## src/rtl/eno_pkg.sv

```systemverilog
// ----------------------------------------------------------------------------
// eno_pkg: shared types and constants of the ENO upwind advection core
// Sizes of the fixed-point datapath, the divisor code and the queue item.
// ----------------------------------------------------------------------------
package eno_pkg;

    localparam int DataWidth  = 32;
    localparam int FracBits   = 16;
    localparam int NumWidth   = 40;                    // derivative numerator, signed
    localparam int DmagWidth  = NumWidth - 1;          // magnitude of numerator / 2
    localparam int InvWidth   = 31;
    localparam int BandWidth  = 31;
    localparam int Prod1Width = DmagWidth + InvWidth;  // |D| * inverse_spacing
    localparam int DerWidth   = Prod1Width - FracBits + 1;
    localparam int Prod2Width = DerWidth + DataWidth;  // |deriv| * |velocity|
    localparam int CntWidth   = 6;
    localparam int CfgIdxWidth = 2;

    // divide by three: chunks of the magnitude, each by reciprocal multiply
    localparam int DivChunk   = 13;                    // dividend bits per step
    localparam int DivSteps   = DmagWidth / DivChunk;
    localparam int RecipWidth = DivChunk + 2;          // remainder and chunk
    localparam int RecipShift = 16;
    localparam logic [RecipWidth-1:0] RecipThird = 15'd21846;  // ceil(2^16 / 3)

    // register indexes of the configuration port
    localparam logic [CfgIdxWidth-1:0] CfgOrder   = 2'd0;
    localparam logic [CfgIdxWidth-1:0] CfgInvSpc  = 2'd1;
    localparam logic [CfgIdxWidth-1:0] CfgBandHw  = 2'd2;

    localparam logic [1:0]           OrderResetVal = 2'd1;
    localparam logic [InvWidth-1:0]  InvResetVal   = 31'd65536;
    localparam logic [BandWidth-1:0] BandResetVal  = 31'd196608;

    // divisor of the numerator: 1, 2 or 6 by scheme order
    typedef enum logic [1:0] {
        KDIV_1,
        KDIV_2,
        KDIV_6
    } kdiv_t;

    // item handed from the classifier to the arithmetic sequencer
    typedef struct packed {
        logic signed [NumWidth-1:0]  num;
        kdiv_t                       kdiv;
        logic signed [DataWidth-1:0] vel;
        logic                        band;
    } eno_item_t;

    typedef enum logic [3:0] {
        BK_IDLE,
        BK_DIV,
        BK_SET1,
        BK_MUL1,
        BK_SET2,
        BK_MUL2,
        BK_FIN,
        BK_OUT
    } bk_state_t;

endpackage

```

## src/rtl/eno_queue.sv

```systemverilog
// ----------------------------------------------------------------------------
// eno_queue: two-entry queue between classifier and sequencer
// Lets the front keep taking samples while the back works on an item.
// ----------------------------------------------------------------------------
module eno_queue
(
    input  logic               clk,
    input  logic               rst_n,
    input  logic               push,
    input  eno_pkg::eno_item_t push_item,
    output logic               full,
    input  logic               pop,
    output logic               avail,
    output eno_pkg::eno_item_t head
);

    eno_pkg::eno_item_t mem [2];
    logic               wr_ptr_reg;
    logic               rd_ptr_reg;
    logic [1:0]         cnt_reg;

    assign full  = (cnt_reg == 2'd2);
    assign avail = (cnt_reg != 2'd0);
    assign head  = mem[rd_ptr_reg];

    // store pushed items
    always_ff @(posedge clk)
    begin
        if (push)
        begin
            mem[wr_ptr_reg] <= push_item;
        end
    end

    // advance pointers and count
    always_ff @(posedge clk or negedge rst_n)
    begin
        if (!rst_n)
        begin
            wr_ptr_reg <= 1'b0;
            rd_ptr_reg <= 1'b0;
            cnt_reg    <= 2'd0;
        end
        else
        begin
            if (push)
                wr_ptr_reg <= !wr_ptr_reg;
            if (pop)
                rd_ptr_reg <= !rd_ptr_reg;
            if (push && !pop)
                cnt_reg <= cnt_reg + 2'd1;
            else if (pop && !push)
                cnt_reg <= cnt_reg - 2'd1;
        end
    end

endmodule

```

## config.mk

```make
export PLATFORM = sky130hd
export DESIGN_NAME = eno_queue
export DESIGN_NICKNAME = d
export VERILOG_FILES = /design/src/rtl/eno_pkg.sv /design/src/rtl/eno_queue.sv
export SDC_FILE = /design/constraint.sdc
export NUM_CORES = 1
export LEC_CHECK = 0
export ABC_CLOCK_PERIOD_IN_PS = 4000
export BUFFER_PORTS_ARGS = -buffer_cell sky130_fd_sc_hd__buf_2
export CAP_MARGIN = 25
export CORE_ASPECT_RATIO = 0.8
export CORE_MARGIN = 2
export CORE_UTILIZATION = 47
export CTS_CLUSTER_SIZE = 14
export DETAILED_ROUTE_END_ITERATION = 6
export PLACE_DENSITY = 0.76
export SKIP_CTS_REPAIR_TIMING = 1
export SLEW_MARGIN = 25
export SYNTH_ARGS = -nofsm -noshare
export SYNTH_HDL_FRONTEND = slang
export SYNTH_SLANG_ARGS = --single-unit
```

## constraint.sdc

```tcl
create_clock -name clk -period 4 [get_ports clk]
set_input_delay 0.4 -clock clk [delete_from_list [all_inputs] [get_ports clk]]
set_output_delay 0.4 -clock clk [all_outputs]
set_load 0.005 [all_outputs]
```

==> reports/qor.csv <==
stage,metric,value,unit
outcome,status,completed,
logic_synthesis,dominantRegCellSynth,edfxtp_1,
sta,worst_clock_skew,5.99,ps
logic_synthesis,synth-compound-area-share,0,%
route,drt_wl_total,9250,µm
clock_network,clk_latency,410,ps
global_routing,grt_max_degree,76,
route,drtAntennaViolNets,0,
logic_synthesis,synth_top_area_cell,edfxtp_1,
logic_synthesis,netlist_top_cells_area,"edfxtp_1 78%, mux2_4 10%, mux2_2 6.8%",
floorplan,ios,156,
logic_synthesis,synth_warnings,0,
logic_synthesis,async_reset_ff_share,2.60,%
logic_synthesis,synthesis.nets,329,
global_routing,grt_usage,14.0,%
logic_synthesis,syn-instance-count,249,
final_layout,drive_above_1_share,61.8,%
global_routing,busiest_layer,met2,
clock_network,clockBufferDepth,2,
floorplan,die_area,13200,µm²
floorplan,die-width,128,µm
final_layout,multiInputGateArea,1090,µm²
route,drc,0,
pwr,leakagePower,2.91,nW
final_layout,antennaDiodeCount,0,
clock_network,cts_made_buffers,17,
sta,fin_crit_sh,65.9,%
floorplan,rows,36,
final_layout,nets,501,
sta,final_max_slew_viol_count,0,
global_routing,antenna_found_initial,0,
critical_path,worstPathArrival,2240,ps
global_routing,use_met2,22.0,%
clock_network,cts-root-buf,clkbuf_16,
route,viasPerCell,4.78,
clock_network,ctsHtreeMaxLevel,4,
final_layout,n_fill_cell,869,
logic_synthesis,synth_xor_xnor_area_share,0.761,%
sta,clock.fmax,379,MHz
pwr,power_density,706,nW/µm²
floorplan,initial_core_util,47.7,%
sta,hold_viol_final,0,
global_routing,grt_pass1_vias,2847,
floorplan,chipHeight,103,µm
route,dr.first_iter.drc_count,95,
critical_path,endpoint_kind,output pin,
logic_synthesis,yosys.area_share.simple,0.500,%
route,wl_per_cell,15.8,µm
place,globalplace.congestion,0.694,
sta,min_period,2640,ps
global_routing,use_met1,16.4,%
logic_synthesis,synth.cell_area,5760,µm²
logic_synthesis,synth_edf_count,150,
logic_synthesis,synth-seq-area-share,80.0,%
logic_synthesis,synth.most_common_cell,edfxtp_1,
place,place_hpwl,6010,µm
sta,tns,0,ps
floorplan,core-area,12100,µm²
critical_path,worstPathRequired,3600,ps
clock_network,clk_pin_slew,60,ps
sta,relSlewSlack,50.8,%
logic_synthesis,synth_common_cells,"150 x edfxtp_1, 40 x mux2_4, 35 x mux2_2",
sta,setup_viol,0,
critical_path,worstPathMaxFanout,49,
route,drt_pass1_iterations,4,
route,vias,2801,
logic_synthesis,synth_top_area_share,78.3,%
logic_synthesis,synth_mux_area_share,17.3,%
pwr,ir_drop,537,µV
worst_hold_path,hold_path.class,in -> reg,
critical_path,crit_type,reg -> out,
clock_network,cts_tree,done,
clock_network,cts.sinks,154,
final_layout,areaGrowthSynthToFinish,27.5,%
logic_synthesis,synth-seq-cells,154,
flow_run,cap_violations,0,
global_routing,grt_overflow,0,
global_routing,grt_pass1_wl,13400,µm
sta,whs,175,ps
final_layout,seqCellArea,4610,µm²
place,io_buffers,155,
logic_synthesis,synth_top_family_by_area,multiplexers,
critical_path,start_kind,flop,
sta,rsz0062_at_grt,no,
sta,tightest_slew,737,ps
global_routing,grt_use_met3,6.23,%
logic_synthesis,yosysUniqueCellTypes,15,
logic_synthesis,avgSynthCellArea,23.1,µm²
logic_synthesis,synth_adder_area_share,0.217,%
final_layout,largest_register_ffs,150,
## placed cells by master (no fill, tap or decap), drive strengths merged
master,n
mux2,75
clkinv,1
clkbuf,27
and2,1
xor2,4
dlygate4sd3,1
inv,1
nor2,1
nor2b,2
edfxtp,150
bufinv,2
ha,1
buf,160
xnor2,1
or2,1
dfrtp,4
clkinvlp,2
## worst paths after layout
check                              start         end  slack (ps)  cells past startpoint
max                           rd_ptr_reg    head[33]        1360                      3
min                        push_item[74]  mem[1][74]         180                      1
max reg2reg                   wr_ptr_reg  mem[1][35]        2430                      2
min reg2reg                   cnt_reg[1]  cnt_reg[1]         530                      1
max in group asynchronous          rst_n  rd_ptr_reg        3550                      2
min in group asynchronous          rst_n  cnt_reg[0]         310                      2
## routing by layer
metal / part of all wire [%] / vias up / routed length (µm)
li1: - / 1329 / -
met1: 42 / 1346 / 3900
met2: 48 / 109 / 4450
met3: 8.0 / 17 / 741
met4: 1.7 / 0 / 159
met5: 0 / - / 0
## report_power, final
group / total [mW] / switching, mW / internal, mW
Clock: 1.59 / 0.556 / 1.03
Sequential: 2.33 / 0.188 / 2.15
Combinational: 1.26 / 0.521 / 0.739
## cells by family after synthesis
family                   Yosys count
adder cells (fa/ha/maj)            1
buffers and inverters              9
XOR/XNOR                           5
multiplexers                      75
flip-flops                       154
AND/OR/NAND/NOR                    5
## stage by stage
step,utilization [%],area (µm²),power (mW),setup slack (ps),cells
floorplan,-,5760,3.17,1200,249
global placement,55.5,6700,3.61,1790,552
detailed placement,55.5,6700,3.64,1780,552
CTS,60.6,7310,5.25,1320,584
global route,60.8,7340,5.44,1240,586
finish,60.8,7340,5.18,1360,586
## cell type report
| class | instances | area share [%] |
|---|---|---|
| clock inverters | 5 | 1.09 |
| repair buffers | 161 | 11.4 |
| multi-input cells | 86 | 14.8 |
| inverters | 1 | 0.0511 |
| flip-flops and latches | 154 | 62.8 |
| clock buffers | 27 | 7.26 |
| well taps | 152 | 2.59 |
## worst max-delay path, stage by stage (launching register included)
cell     delay [ps]
dfrtp_4         910
buf_4           420
mux2_4          340
buf_2           130
No activity file was read; power rests on OpenSTA's default activity.
