$ cat config.mk
export PLATFORM = sky130hd
export DESIGN_NAME = eno_front
export DESIGN_NICKNAME = d
export VERILOG_FILES = /design/src/rtl/eno_pkg.sv /design/src/rtl/eno_front.sv
export SDC_FILE = /design/constraint.sdc
export NUM_CORES = 2
export LEC_CHECK = 0
export BUFFER_PORTS_ARGS = -buffer_cell sky130_fd_sc_hd__buf_4
export CORE_ASPECT_RATIO = 2
export CORE_UTILIZATION = 60
export CTS_BUF_LIST = sky130_fd_sc_hd__clkbuf_8 sky130_fd_sc_hd__clkbuf_16
export CTS_CLUSTER_DIAMETER = 50
export DETAILED_ROUTE_END_ITERATION = 8
export GPL_ROUTABILITY_DRIVEN = 1
export GPL_TIMING_DRIVEN = 0
export HOLD_SLACK_MARGIN = 0.06
export PLACE_DENSITY_LB_ADDON = 0.2
export SETUP_SLACK_MARGIN = 0.1
export SYNTH_ARGS = -nofsm -noshare
export SYNTH_HDL_FRONTEND = slang
export SYNTH_SLANG_ARGS = --single-unit
$ cat constraint.sdc
create_clock -name clk -period 39.1 [get_ports clk]
set_input_delay 11.73 -clock clk [delete_from_list [all_inputs] [get_ports clk]]
set_output_delay 11.73 -clock clk [all_outputs]
set_load 0.02 [all_outputs]
$ cat src/rtl/eno_pkg.sv
// ----------------------------------------------------------------------------
// eno_pkg: shared types and constants of the ENO upwind advection core
// Sizes of the fixed-point datapath, the divisor code and the queue item.
// ----------------------------------------------------------------------------
package eno_pkg;

    localparam int DataWidth  = 32;
    localparam int FracBits   = 16;
    localparam int NumWidth   = 40;                    // derivative numerator, signed
    localparam int DmagWidth  = NumWidth - 1;          // magnitude of numerator / 2
    localparam int InvWidth   = 31;
    localparam int BandWidth  = 31;
    localparam int Prod1Width = DmagWidth + InvWidth;  // |D| * inverse_spacing
    localparam int DerWidth   = Prod1Width - FracBits + 1;
    localparam int Prod2Width = DerWidth + DataWidth;  // |deriv| * |velocity|
    localparam int CntWidth   = 6;
    localparam int CfgIdxWidth = 2;

    // divide by three: chunks of the magnitude, each by reciprocal multiply
    localparam int DivChunk   = 13;                    // dividend bits per step
    localparam int DivSteps   = DmagWidth / DivChunk;
    localparam int RecipWidth = DivChunk + 2;          // remainder and chunk
    localparam int RecipShift = 16;
    localparam logic [RecipWidth-1:0] RecipThird = 15'd21846;  // ceil(2^16 / 3)

    // register indexes of the configuration port
    localparam logic [CfgIdxWidth-1:0] CfgOrder   = 2'd0;
    localparam logic [CfgIdxWidth-1:0] CfgInvSpc  = 2'd1;
    localparam logic [CfgIdxWidth-1:0] CfgBandHw  = 2'd2;

    localparam logic [1:0]           OrderResetVal = 2'd1;
    localparam logic [InvWidth-1:0]  InvResetVal   = 31'd65536;
    localparam logic [BandWidth-1:0] BandResetVal  = 31'd196608;

    // divisor of the numerator: 1, 2 or 6 by scheme order
    typedef enum logic [1:0] {
        KDIV_1,
        KDIV_2,
        KDIV_6
    } kdiv_t;

    // item handed from the classifier to the arithmetic sequencer
    typedef struct packed {
        logic signed [NumWidth-1:0]  num;
        kdiv_t                       kdiv;
        logic signed [DataWidth-1:0] vel;
        logic                        band;
    } eno_item_t;

    typedef enum logic [3:0] {
        BK_IDLE,
        BK_DIV,
        BK_SET1,
        BK_MUL1,
        BK_SET2,
        BK_MUL2,
        BK_FIN,
        BK_OUT
    } bk_state_t;

endpackage

$ cat src/rtl/eno_front.sv
// ----------------------------------------------------------------------------
// eno_front: sample window, band test and ENO stencil selection
// Shifts each sample into the window, then forms the exact derivative
// numerator of the chosen order and hands it to the queue.
// ----------------------------------------------------------------------------
module eno_front
(
    input  logic                              clk,
    input  logic                              rst_n,
    input  logic                              s_tvalid,
    output logic                              s_tready,
    input  logic [3*eno_pkg::DataWidth-1:0]   s_tdata,
    input  logic                              s_tuser,
    input  logic [1:0]                        scheme_order,
    input  logic [eno_pkg::BandWidth-1:0]     band_half_width,
    input  logic                              q_full,
    output logic                              q_push,
    output eno_pkg::eno_item_t                q_item
);

    localparam int DW = eno_pkg::DataWidth;
    localparam int NW = eno_pkg::NumWidth;

    logic signed [DW-1:0] win_reg [7];
    logic signed [DW-1:0] vel_reg;
    logic                 band_reg;
    logic                 pend_reg;

    logic                 accept;
    logic signed [DW-1:0] cell_dist;
    logic [DW-1:0]        dist_mag;
    logic                 band_now;
    logic signed [NW-1:0] w [7];
    logic signed [NW-1:0] d2mid, l2u, l2d, t3c, t3d, t3uu, t3dd, num;
    logic                 up;

    function automatic logic [NW-1:0] amag(input logic signed [NW-1:0] a);
        amag = a[NW-1] ? -a : a;
    endfunction

    function automatic logic signed [NW-1:0] minmag(input logic signed [NW-1:0] a,
                                                    input logic signed [NW-1:0] b);
        minmag = (amag(a) < amag(b)) ? a : b;
    endfunction

    assign accept   = s_tvalid && s_tready;
    assign q_push   = pend_reg && !q_full;
    assign s_tready = !pend_reg || !q_full;

    // band test on the incoming distance
    assign cell_dist = s_tdata[3*DW-1:2*DW];
    assign dist_mag  = cell_dist[DW-1] ? -cell_dist : cell_dist;
    assign band_now  = s_tuser && (dist_mag <= {1'b0, band_half_width});

    // shift the window and hold the cell fields
    always_ff @(posedge clk or negedge rst_n)
    begin
        if (!rst_n)
        begin
            for (int i = 0; i < 7; i++)
            begin
                win_reg[i] <= '0;
            end
            pend_reg <= 1'b0;
        end
        else
        begin
            if (accept)
            begin
                for (int i = 0; i < 6; i++)
                begin
                    win_reg[i] <= win_reg[i+1];
                end
                win_reg[6] <= s_tdata[DW-1:0];
                pend_reg   <= 1'b1;
            end
            else if (q_push)
            begin
                pend_reg <= 1'b0;
            end
        end
    end

    always_ff @(posedge clk)
    begin
        if (accept)
        begin
            vel_reg  <= s_tdata[2*DW-1:DW];
            band_reg <= band_now;
        end
    end

    // stencil numerator of the selected order
    always_comb
    begin
        for (int i = 0; i < 7; i++)
        begin
            w[i] = NW'(win_reg[i]);
        end
        up    = !vel_reg[DW-1] && (vel_reg != '0);
        d2mid = w[2] - (w[3] <<< 1) + w[4];
        l2u   = w[1] - (w[2] <<< 1) + w[3];
        l2d   = w[3] - (w[4] <<< 1) + w[5];
        t3c   = w[4] - w[1] + 3 * (w[2] - w[3]);
        t3d   = w[5] - w[2] + 3 * (w[3] - w[4]);
        t3uu  = w[3] - w[0] + 3 * (w[1] - w[2]);
        t3dd  = w[6] - w[3] + 3 * (w[4] - w[5]);
        q_item.kdiv = eno_pkg::KDIV_1;
        case (scheme_order)
            2'd2:
            begin
                q_item.kdiv = eno_pkg::KDIV_2;
                if (up)
                    num = ((w[3] - w[2]) <<< 1) + minmag(l2u, d2mid);
                else
                    num = ((w[4] - w[3]) <<< 1) - minmag(l2d, d2mid);
            end
            2'd3:
            begin
                q_item.kdiv = eno_pkg::KDIV_6;
                if (up)
                begin
                    if (amag(l2u) <= amag(d2mid))
                        num = 6 * (w[3] - w[2]) + 3 * l2u + (minmag(t3uu, t3c) <<< 1);
                    else
                        num = 6 * (w[3] - w[2]) + 3 * d2mid - minmag(t3d, t3c);
                end
                else
                begin
                    if (amag(l2d) <= amag(d2mid))
                        num = 6 * (w[4] - w[3]) - 3 * l2d + (minmag(t3dd, t3d) <<< 1);
                    else
                        num = 6 * (w[4] - w[3]) - 3 * d2mid - minmag(t3c, t3d);
                end
            end
            default:
            begin
                num = up ? (w[3] - w[2]) : (w[4] - w[3]);
            end
        endcase
        q_item.num  = num;
        q_item.vel  = vel_reg;
        q_item.band = band_reg;
    end

endmodule

==> flow_summary.html, run 1 <==
<table>
<tr><th>Metric</th><th>Value</th></tr>
<tr><th colspan="2">Run status</th></tr>
<tr><td>Status</td><td>aborted with a tool error</td></tr>
<tr><td>Stage reached</td><td>global routing (5_1_grt)</td></tr>
<tr><td>Error msg</td><td>[ERROR GRT-0116] Global routing finished with congestion. Check the congestion regions in the DRC Viewer.</td></tr>
<tr><th colspan="2">Floorplanning</th></tr>
<tr><td>Vertical die dimension</td><td>524.9 µm</td></tr>
<tr><td>Row count</td><td>191</td></tr>
<tr><td>Count of boundary I/O pins</td><td>211</td></tr>
<tr><td>Initial cell density of the core</td><td>0.6054</td></tr>
<tr><td>Width of the die</td><td>263.5 µm</td></tr>
<tr><th colspan="2">Yosys</th></tr>
<tr><td>Netlist area before placement</td><td>0.08203 mm²</td></tr>
<tr><td>Count of distinct cell types in the synthesized netlist</td><td>109</td></tr>
<tr><td>Post-Synthesis Mean Instance Area</td><td>7.873 µm²</td></tr>
<tr><td>Seq/Total Area, Yosys</td><td>0.08072</td></tr>
<tr><td>Predominant post-synthesis flop cell</td><td>sky130_fd_sc_hd__dfrtp_1</td></tr>
<tr><td>Number of cells produced by synthesis</td><td>10,420</td></tr>
<tr><td>Number of flops mapped to enable cells by yosys</td><td>33</td></tr>
<tr><td>Yosys warns</td><td>0</td></tr>
<tr><td>Register bit count reported by yosys</td><td>258</td></tr>
<tr><td>Proportion of register bits with asynchronous set or reset after synthesis</td><td>0.8721</td></tr>
<tr><th colspan="2">Clock network</th></tr>
<tr><td>Maximum root-to-sink buffer count</td><td>3</td></tr>
<tr><td>Clock tree sinks</td><td>258</td></tr>
<tr><td># Post-CTS Setup Buffers</td><td>0</td></tr>
<tr><td># hold bufs at CTS</td><td>0</td></tr>
<tr><td>Clk root buf</td><td>sky130_fd_sc_hd__clkbuf_16</td></tr>
<tr><td>Post-cts repair resize count</td><td>0</td></tr>
<tr><td>Clock buffers created by TritonCTS</td><td>21</td></tr>
<tr><td>CTS H-tree lvls</td><td>1</td></tr>
<tr><th colspan="2">Global route</th></tr>
<tr><td>Vias in the first global route</td><td>90,130</td></tr>
<tr><td>Tot GR Track Use</td><td>0.5655</td></tr>
<tr><td>Global-route wire length before repair</td><td>571,200 µm</td></tr>
<tr><td>Pin count of the biggest net entering global routing</td><td>115</td></tr>
<tr><td>GRT overflow</td><td>8</td></tr>
<tr><th colspan="2">Placed design</th></tr>
<tr><td>DP HPWL</td><td>321,000 µm</td></tr>
<tr><td>Final weighted congestion in routability-driven placement</td><td>1.208</td></tr>
<tr><td>Worst slack after detailed placement</td><td>4.200 ns</td></tr>
<tr><td>Input/output buffers</td><td>209</td></tr>
</table>
==> layer usage <==
| layer | overflow | track usage |
|---|---|---|
| met1 | 0 | 0.5457 |
| met2 | 5 | 0.8775 |
| met3 | 0 | 0.2012 |
| met4 | 3 | 0.6573 |
| met5 | 0 | 0.0003510 |
==> cells in the mapped netlist, types with 143 or more instances <==
cell	count	share of area
sky130_fd_sc_hd__inv_1	1712	0.078
sky130_fd_sc_hd__ha_1	1386	0.21
sky130_fd_sc_hd__a21oi_1	798	0.049
sky130_fd_sc_hd__nand2_1	758	0.035
sky130_fd_sc_hd__o21ai_0	738	0.045
sky130_fd_sc_hd__xnor2_1	630	0.067
sky130_fd_sc_hd__fa_1	598	0.15
sky130_fd_sc_hd__nor2_1	570	0.026
sky130_fd_sc_hd__a21o_1	402	0.037
sky130_fd_sc_hd__xor2_1	347	0.037
sky130_fd_sc_hd__dfrtp_1	225	0.069
sky130_fd_sc_hd__clkbuf_1	196	0.0090
sky130_fd_sc_hd__nand3_1	151	0.0092
sky130_fd_sc_hd__nor3_1	143	0.0087
==> stage by stage <==
stage / cells / hold WS (ns) / instance area (µm²) / util
floorplan: 10450 / 0.4498 / 82130 / -
global placement: 12390 / 0.4543 / 85870 / 0.6337
detailed placement: 12410 / 0.4658 / 86120 / 0.6356
CTS: 12440 / 0.4654 / 86810 / 0.6407
==> cell families after synthesis <==
kind of cell | count (synthesis) | synth area share
AO/OA/AOI/OAI | 2731 | 0.2076
XOR/XNOR | 980 | 0.1051
adder cells (fa/ha/maj) | 1984 | 0.3573
buffers and inverters | 1941 | 0.08892
flip-flops | 258 | 0.08072
multiplexers | 157 | 0.02109
other | 2 | 0.00009155
AND/OR/NAND/NOR | 2367 | 0.1392
==> inputs of run 2 (changes only) <==
- CORE_ASPECT_RATIO: 2 -> default
- CORE_UTILIZATION: 60 -> 40
- CTS_BUF_LIST: sky130_fd_sc_hd__clkbuf_8 sky130_fd_sc_hd__clkbuf_16 -> default
- CTS_CLUSTER_DIAMETER: 50 -> default
- HOLD_SLACK_MARGIN: 0.06 -> default
- PLACE_DENSITY_LB_ADDON: 0.2 -> 0.15
- SETUP_SLACK_MARGIN: 0.1 -> default
==> run 2 against run 1 <==
The flow now finishes, with violations (capacitance limit, slew limit). Area after synthesis did not move. Synthesized cell count did not move.
==> flow_summary.html, run 2 <==
<table>
<tr><th>Metric</th><th>Value</th></tr>
<tr><th colspan="2">Finish</th></tr>
<tr><td>Share of cells above drive strength 1</td><td>0.04583</td></tr>
<tr><td>Leading cell type in the layout, fill and taps excluded</td><td>sky130_fd_sc_hd__inv_1</td></tr>
<tr><td>Footprint of the flip-flops and latches</td><td>0.006621 mm²</td></tr>
<tr><td>Area of combinational cells with multiple inputs</td><td>0.06861 mm²</td></tr>
<tr><td>Max reg flops</td><td>224</td></tr>
<tr><td>Area growth from synthesis to final layout</td><td>8.277%</td></tr>
<tr><td>Commonest cells after routing, fill and taps aside</td><td>sky130_fd_sc_hd__inv_1 (1,712), sky130_fd_sc_hd__ha_1 (1,386), sky130_fd_sc_hd__a21oi_1 (798), sky130_fd_sc_hd__nand2_1 (758), sky130_fd_sc_hd__o21ai_0 (737)</td></tr>
<tr><td>Number of filler instances in the final layout</td><td>20,860</td></tr>
<tr><td>Final net count</td><td>12,830</td></tr>
<tr><td>Design area</td><td>0.08882 mm²</td></tr>
<tr><th colspan="2">Floorplanning</th></tr>
<tr><td>Count of boundary I/O pins</td><td>211 (unchanged)</td></tr>
<tr><td>Row count</td><td>165 (-14%)</td></tr>
<tr><td>Vertical die dimension</td><td>454.9 µm (-13%)</td></tr>
<tr><td>Die ar.</td><td>0.2069 mm²</td></tr>
<tr><td>Area inside the core boundary</td><td>0.2029 mm²</td></tr>
<tr><td>Initial cell density of the core</td><td>0.4042 (-0.2012)</td></tr>
<tr><td>Width of the die</td><td>454.9 µm (+73%)</td></tr>
<tr><th colspan="2">Yosys</th></tr>
<tr><td>Post-Synthesis Mean Instance Area</td><td>7.873 µm² (unchanged)</td></tr>
<tr><td>Dominant cells by area after synthesis</td><td>sky130_fd_sc_hd__ha_1 (21%), sky130_fd_sc_hd__fa_1 (15%), sky130_fd_sc_hd__inv_1 (7.8%)</td></tr>
<tr><td>Leading post-synthesis cells by instance count</td><td>sky130_fd_sc_hd__inv_1 (1,712), sky130_fd_sc_hd__ha_1 (1,386), sky130_fd_sc_hd__a21oi_1 (798), sky130_fd_sc_hd__nand2_1 (758), sky130_fd_sc_hd__o21ai_0 (738)</td></tr>
<tr><td>Proportion of register bits with asynchronous set or reset after synthesis</td><td>0.8721 (unchanged)</td></tr>
<tr><td>Predominant post-synthesis flop cell</td><td>sky130_fd_sc_hd__dfrtp_1</td></tr>
<tr><td>Yosys warns</td><td>0 (unchanged)</td></tr>
<tr><td>Netlist area before placement</td><td>0.08203 mm² (unchanged)</td></tr>
<tr><td>Number of flops mapped to enable cells by yosys</td><td>33 (unchanged)</td></tr>
<tr><td>Count of distinct cell types in the synthesized netlist</td><td>109 (unchanged)</td></tr>
<tr><td>Largest area contributor in the netlist</td><td>sky130_fd_sc_hd__ha_1</td></tr>
<tr><td>Register bit count reported by yosys</td><td>258 (unchanged)</td></tr>
<tr><td>Number of cells produced by synthesis</td><td>10,420 (unchanged)</td></tr>
<tr><td>Most numerous cell in the Yosys netlist</td><td>sky130_fd_sc_hd__inv_1</td></tr>
<tr><td>Synth top area share</td><td>0.2114 (unchanged)</td></tr>
<tr><td>Seq/Total Area, Yosys</td><td>0.08072 (unchanged)</td></tr>
<tr><th colspan="2">Route</th></tr>
<tr><td>Number of vias per cell</td><td>5.867</td></tr>
<tr><td>Detailed-router iteration count before antenna repair</td><td>6</td></tr>
<tr><td>WL/cell</td><td>29.12 µm</td></tr>
<tr><td>Detailed router's first-iteration violation count</td><td>7,349</td></tr>
<tr><td>Vias after detailed routing</td><td>78,720</td></tr>
<tr><td>Final routed DRC violation total</td><td>0</td></tr>
<tr><td>Number of nets with antenna violations after routing</td><td>0</td></tr>
<tr><td>WL final</td><td>390,700 µm</td></tr>
<tr><th colspan="2">Placed design</th></tr>
<tr><td>Input/output buffers</td><td>209 (unchanged)</td></tr>
<tr><td>DP HPWL</td><td>348,400 µm (+8.5%)</td></tr>
<tr><td>Final weighted congestion in routability-driven placement</td><td>1.049 (-13%)</td></tr>
<tr><td>Post-detailed-placement cell area</td><td>0.08762 mm² (+1.7%)</td></tr>
<tr><th colspan="2">Timing</th></tr>
<tr><td>Min cycle time layout</td><td>36.05 ns</td></tr>
<tr><td>Headroom to the max-slew limit</td><td>-0.09192</td></tr>
<tr><td>Final count of hold timing violations</td><td>0</td></tr>
<tr><td>Share of the clock period used by the worst path after layout</td><td>0.9221</td></tr>
<tr><td>Setup TNS</td><td>0 ns</td></tr>
<tr><td>Slew at the pin closest to its max-slew limit</td><td>1.626 ns</td></tr>
<tr><td>Clock skew</td><td>0.02834 ns</td></tr>
<tr><td>Setup repair after global routing missed its margin</td><td>false</td></tr>
<tr><td>Maximum clock rate</td><td>0.02774 GHz</td></tr>
<tr><td>Finish-stage setup viols</td><td>0</td></tr>
<tr><td>Fin. max-slew vios</td><td>35</td></tr>
<tr><th colspan="2">Clock network</th></tr>
<tr><td>Clock tree sinks</td><td>258 (unchanged)</td></tr>
<tr><td># hold bufs at CTS</td><td>0 (unchanged)</td></tr>
<tr><td>Clock-pin transition on the worst setup and hold timing paths</td><td>0.07 ns</td></tr>
<tr><td>Clk root buf</td><td>sky130_fd_sc_hd__clkbuf_16</td></tr>
<tr><td># Post-CTS Setup Buffers</td><td>0 (unchanged)</td></tr>
<tr><td>TritonCTS clock tree</td><td>yes</td></tr>
<tr><td>Clock buffers created by TritonCTS</td><td>29 (+38%)</td></tr>
<tr><td>Worst skew pair latency</td><td>0.66 ns</td></tr>
<tr><td>Maximum root-to-sink buffer count</td><td>3 (unchanged)</td></tr>
<tr><td>CTS H-tree lvls</td><td>1 (unchanged)</td></tr>
<tr><td>Post-cts repair resize count</td><td>0 (unchanged)</td></tr>
<tr><th colspan="2">Run status</th></tr>
<tr><td>Failing checks</td><td>capacitance limit, slew limit</td></tr>
<tr><td>Status</td><td>complete, but fails checks</td></tr>
<tr><th colspan="2">Min path</th></tr>
<tr><td>Worst min path class</td><td>reg2reg</td></tr>
<tr><th colspan="2">Global route</th></tr>
<tr><td>GRT overflow</td><td>0</td></tr>
<tr><td>Global-route wire length before repair</td><td>542,400 µm</td></tr>
<tr><td>Pin count of the biggest net entering global routing</td><td>97</td></tr>
<tr><td>Initial antenna violation count</td><td>19</td></tr>
<tr><td>Tot GR Track Use</td><td>0.3684</td></tr>
<tr><td>Vias in the first global route</td><td>78,890</td></tr>
<tr><th colspan="2">Critical path</th></tr>
<tr><td>Most repeated library cell on the critical path</td><td>sky130_fd_sc_hd__o21ai_0</td></tr>
<tr><td>CP max stage delay</td><td>1.09 ns</td></tr>
<tr><td>Crit path launch type</td><td>flop</td></tr>
<tr><td>Peak fanout along the critical path</td><td>11</td></tr>
<tr><td>Worst Path Class, Setup</td><td>reg2out</td></tr>
<tr><td>Arrival time at the worst endpoint</td><td>24.32 ns</td></tr>
<tr><td>Worst endpoint required time</td><td>27.37 ns</td></tr>
<tr><td>Capturing element type of the critical path</td><td>output pin</td></tr>
<tr><td>Slowest stage cell on the critical path</td><td>sky130_fd_sc_hd__nor4_1</td></tr>
<tr><td>Setup slack of the worst register-to-register path</td><td>35.83 ns</td></tr>
<tr><th colspan="2">Job</th></tr>
<tr><td>Max-cap violations</td><td>10</td></tr>
</table>
## run 2: routing by layer
metal / part of all wire / global-route usage
met5: 0.00017 / 0
met4: 0.051 / 0.1644
met3: 0.075 / 0.04488
met2: 0.44 / 0.5947
met1: 0.43 / 0.4912
## run 2: final cells by class
cell class / count / area share
Multi-Input combinational cell: 8247 / 0.7724
Sequential cell: 258 / 0.07454
Inverter: 1715 / 0.07247
Tap cell: 2672 / 0.03764
Timing Repair Buffer: 235 / 0.02143
Buffer: 226 / 0.009734
Clock buffer: 32 / 0.008297
Clock inverter: 22 / 0.003226
Antenna cell: 10 / 0.0002817
## run 2: per-stage QoR
step | hold slack, ns | std cells | utilization | worst slack, ns
3_5_place_dp | 0.4632 | 13350 | 0.4317 | 4.316
4_1_cts | 0.4773 | 13400 | 0.4368 | 3.556
6_report | 0.4743 | 13420 | 0.4377 | 3.046
2_1_floorplan | 0.4498 | 10450 | - | 12.74
5_1_grt | 0.5004 | 13410 | 0.4376 | 2.288
3_3_place_gp | 0.4558 | 13330 | 0.4289 | 3.579
## run 2: worst paths after layout
path	start	to	depth (start not counted)
worst min register to register	w[62]	w[102]	2
worst min-delay path	w[62]	w[102]	2
max in group asynchronous	rst_n	w[271]	2
worst max register to register	pend_reg	w[1]	7
worst max-delay path	w[81]	q_item[67]	67
min in group asynchronous	rst_n	w[2]	1
## run 2: kinds of logic (layout without fill, tap and decap cells)
group | count (synthesis) | in the layout | synth area share
xor gates and xnor gates | 980 | 980 | 0.1051
other | 2 | 38 | 0.00009155
adders and majority gates | 1984 | 1984 | 0.3573
muxes | 157 | 157 | 0.02109
AOI/OAI and AO/OA | 2731 | 2731 | 0.2076
buffers and inverters | 1941 | 2230 | 0.08892
DFF | 258 | 258 | 0.08072
and+or+nand+nor | 2367 | 2367 | 0.1392
## run 2: worst max-delay path, delay by kind of cell, from the launching register on
kind	cells	cell delay (ns)
buffers and inverters	10	3.52
XOR/XNOR	4	1.83
adder cells (fa/ha/maj)	9	3.62
AND/OR/NAND/NOR	6	2.03
AO/OA/AOI/OAI	38	12.03
flip-flops	1	0.59
Power of run 2 is not shown: default switching activity piles up to over one toggle a cycle in this logic, so the estimate is an artifact.
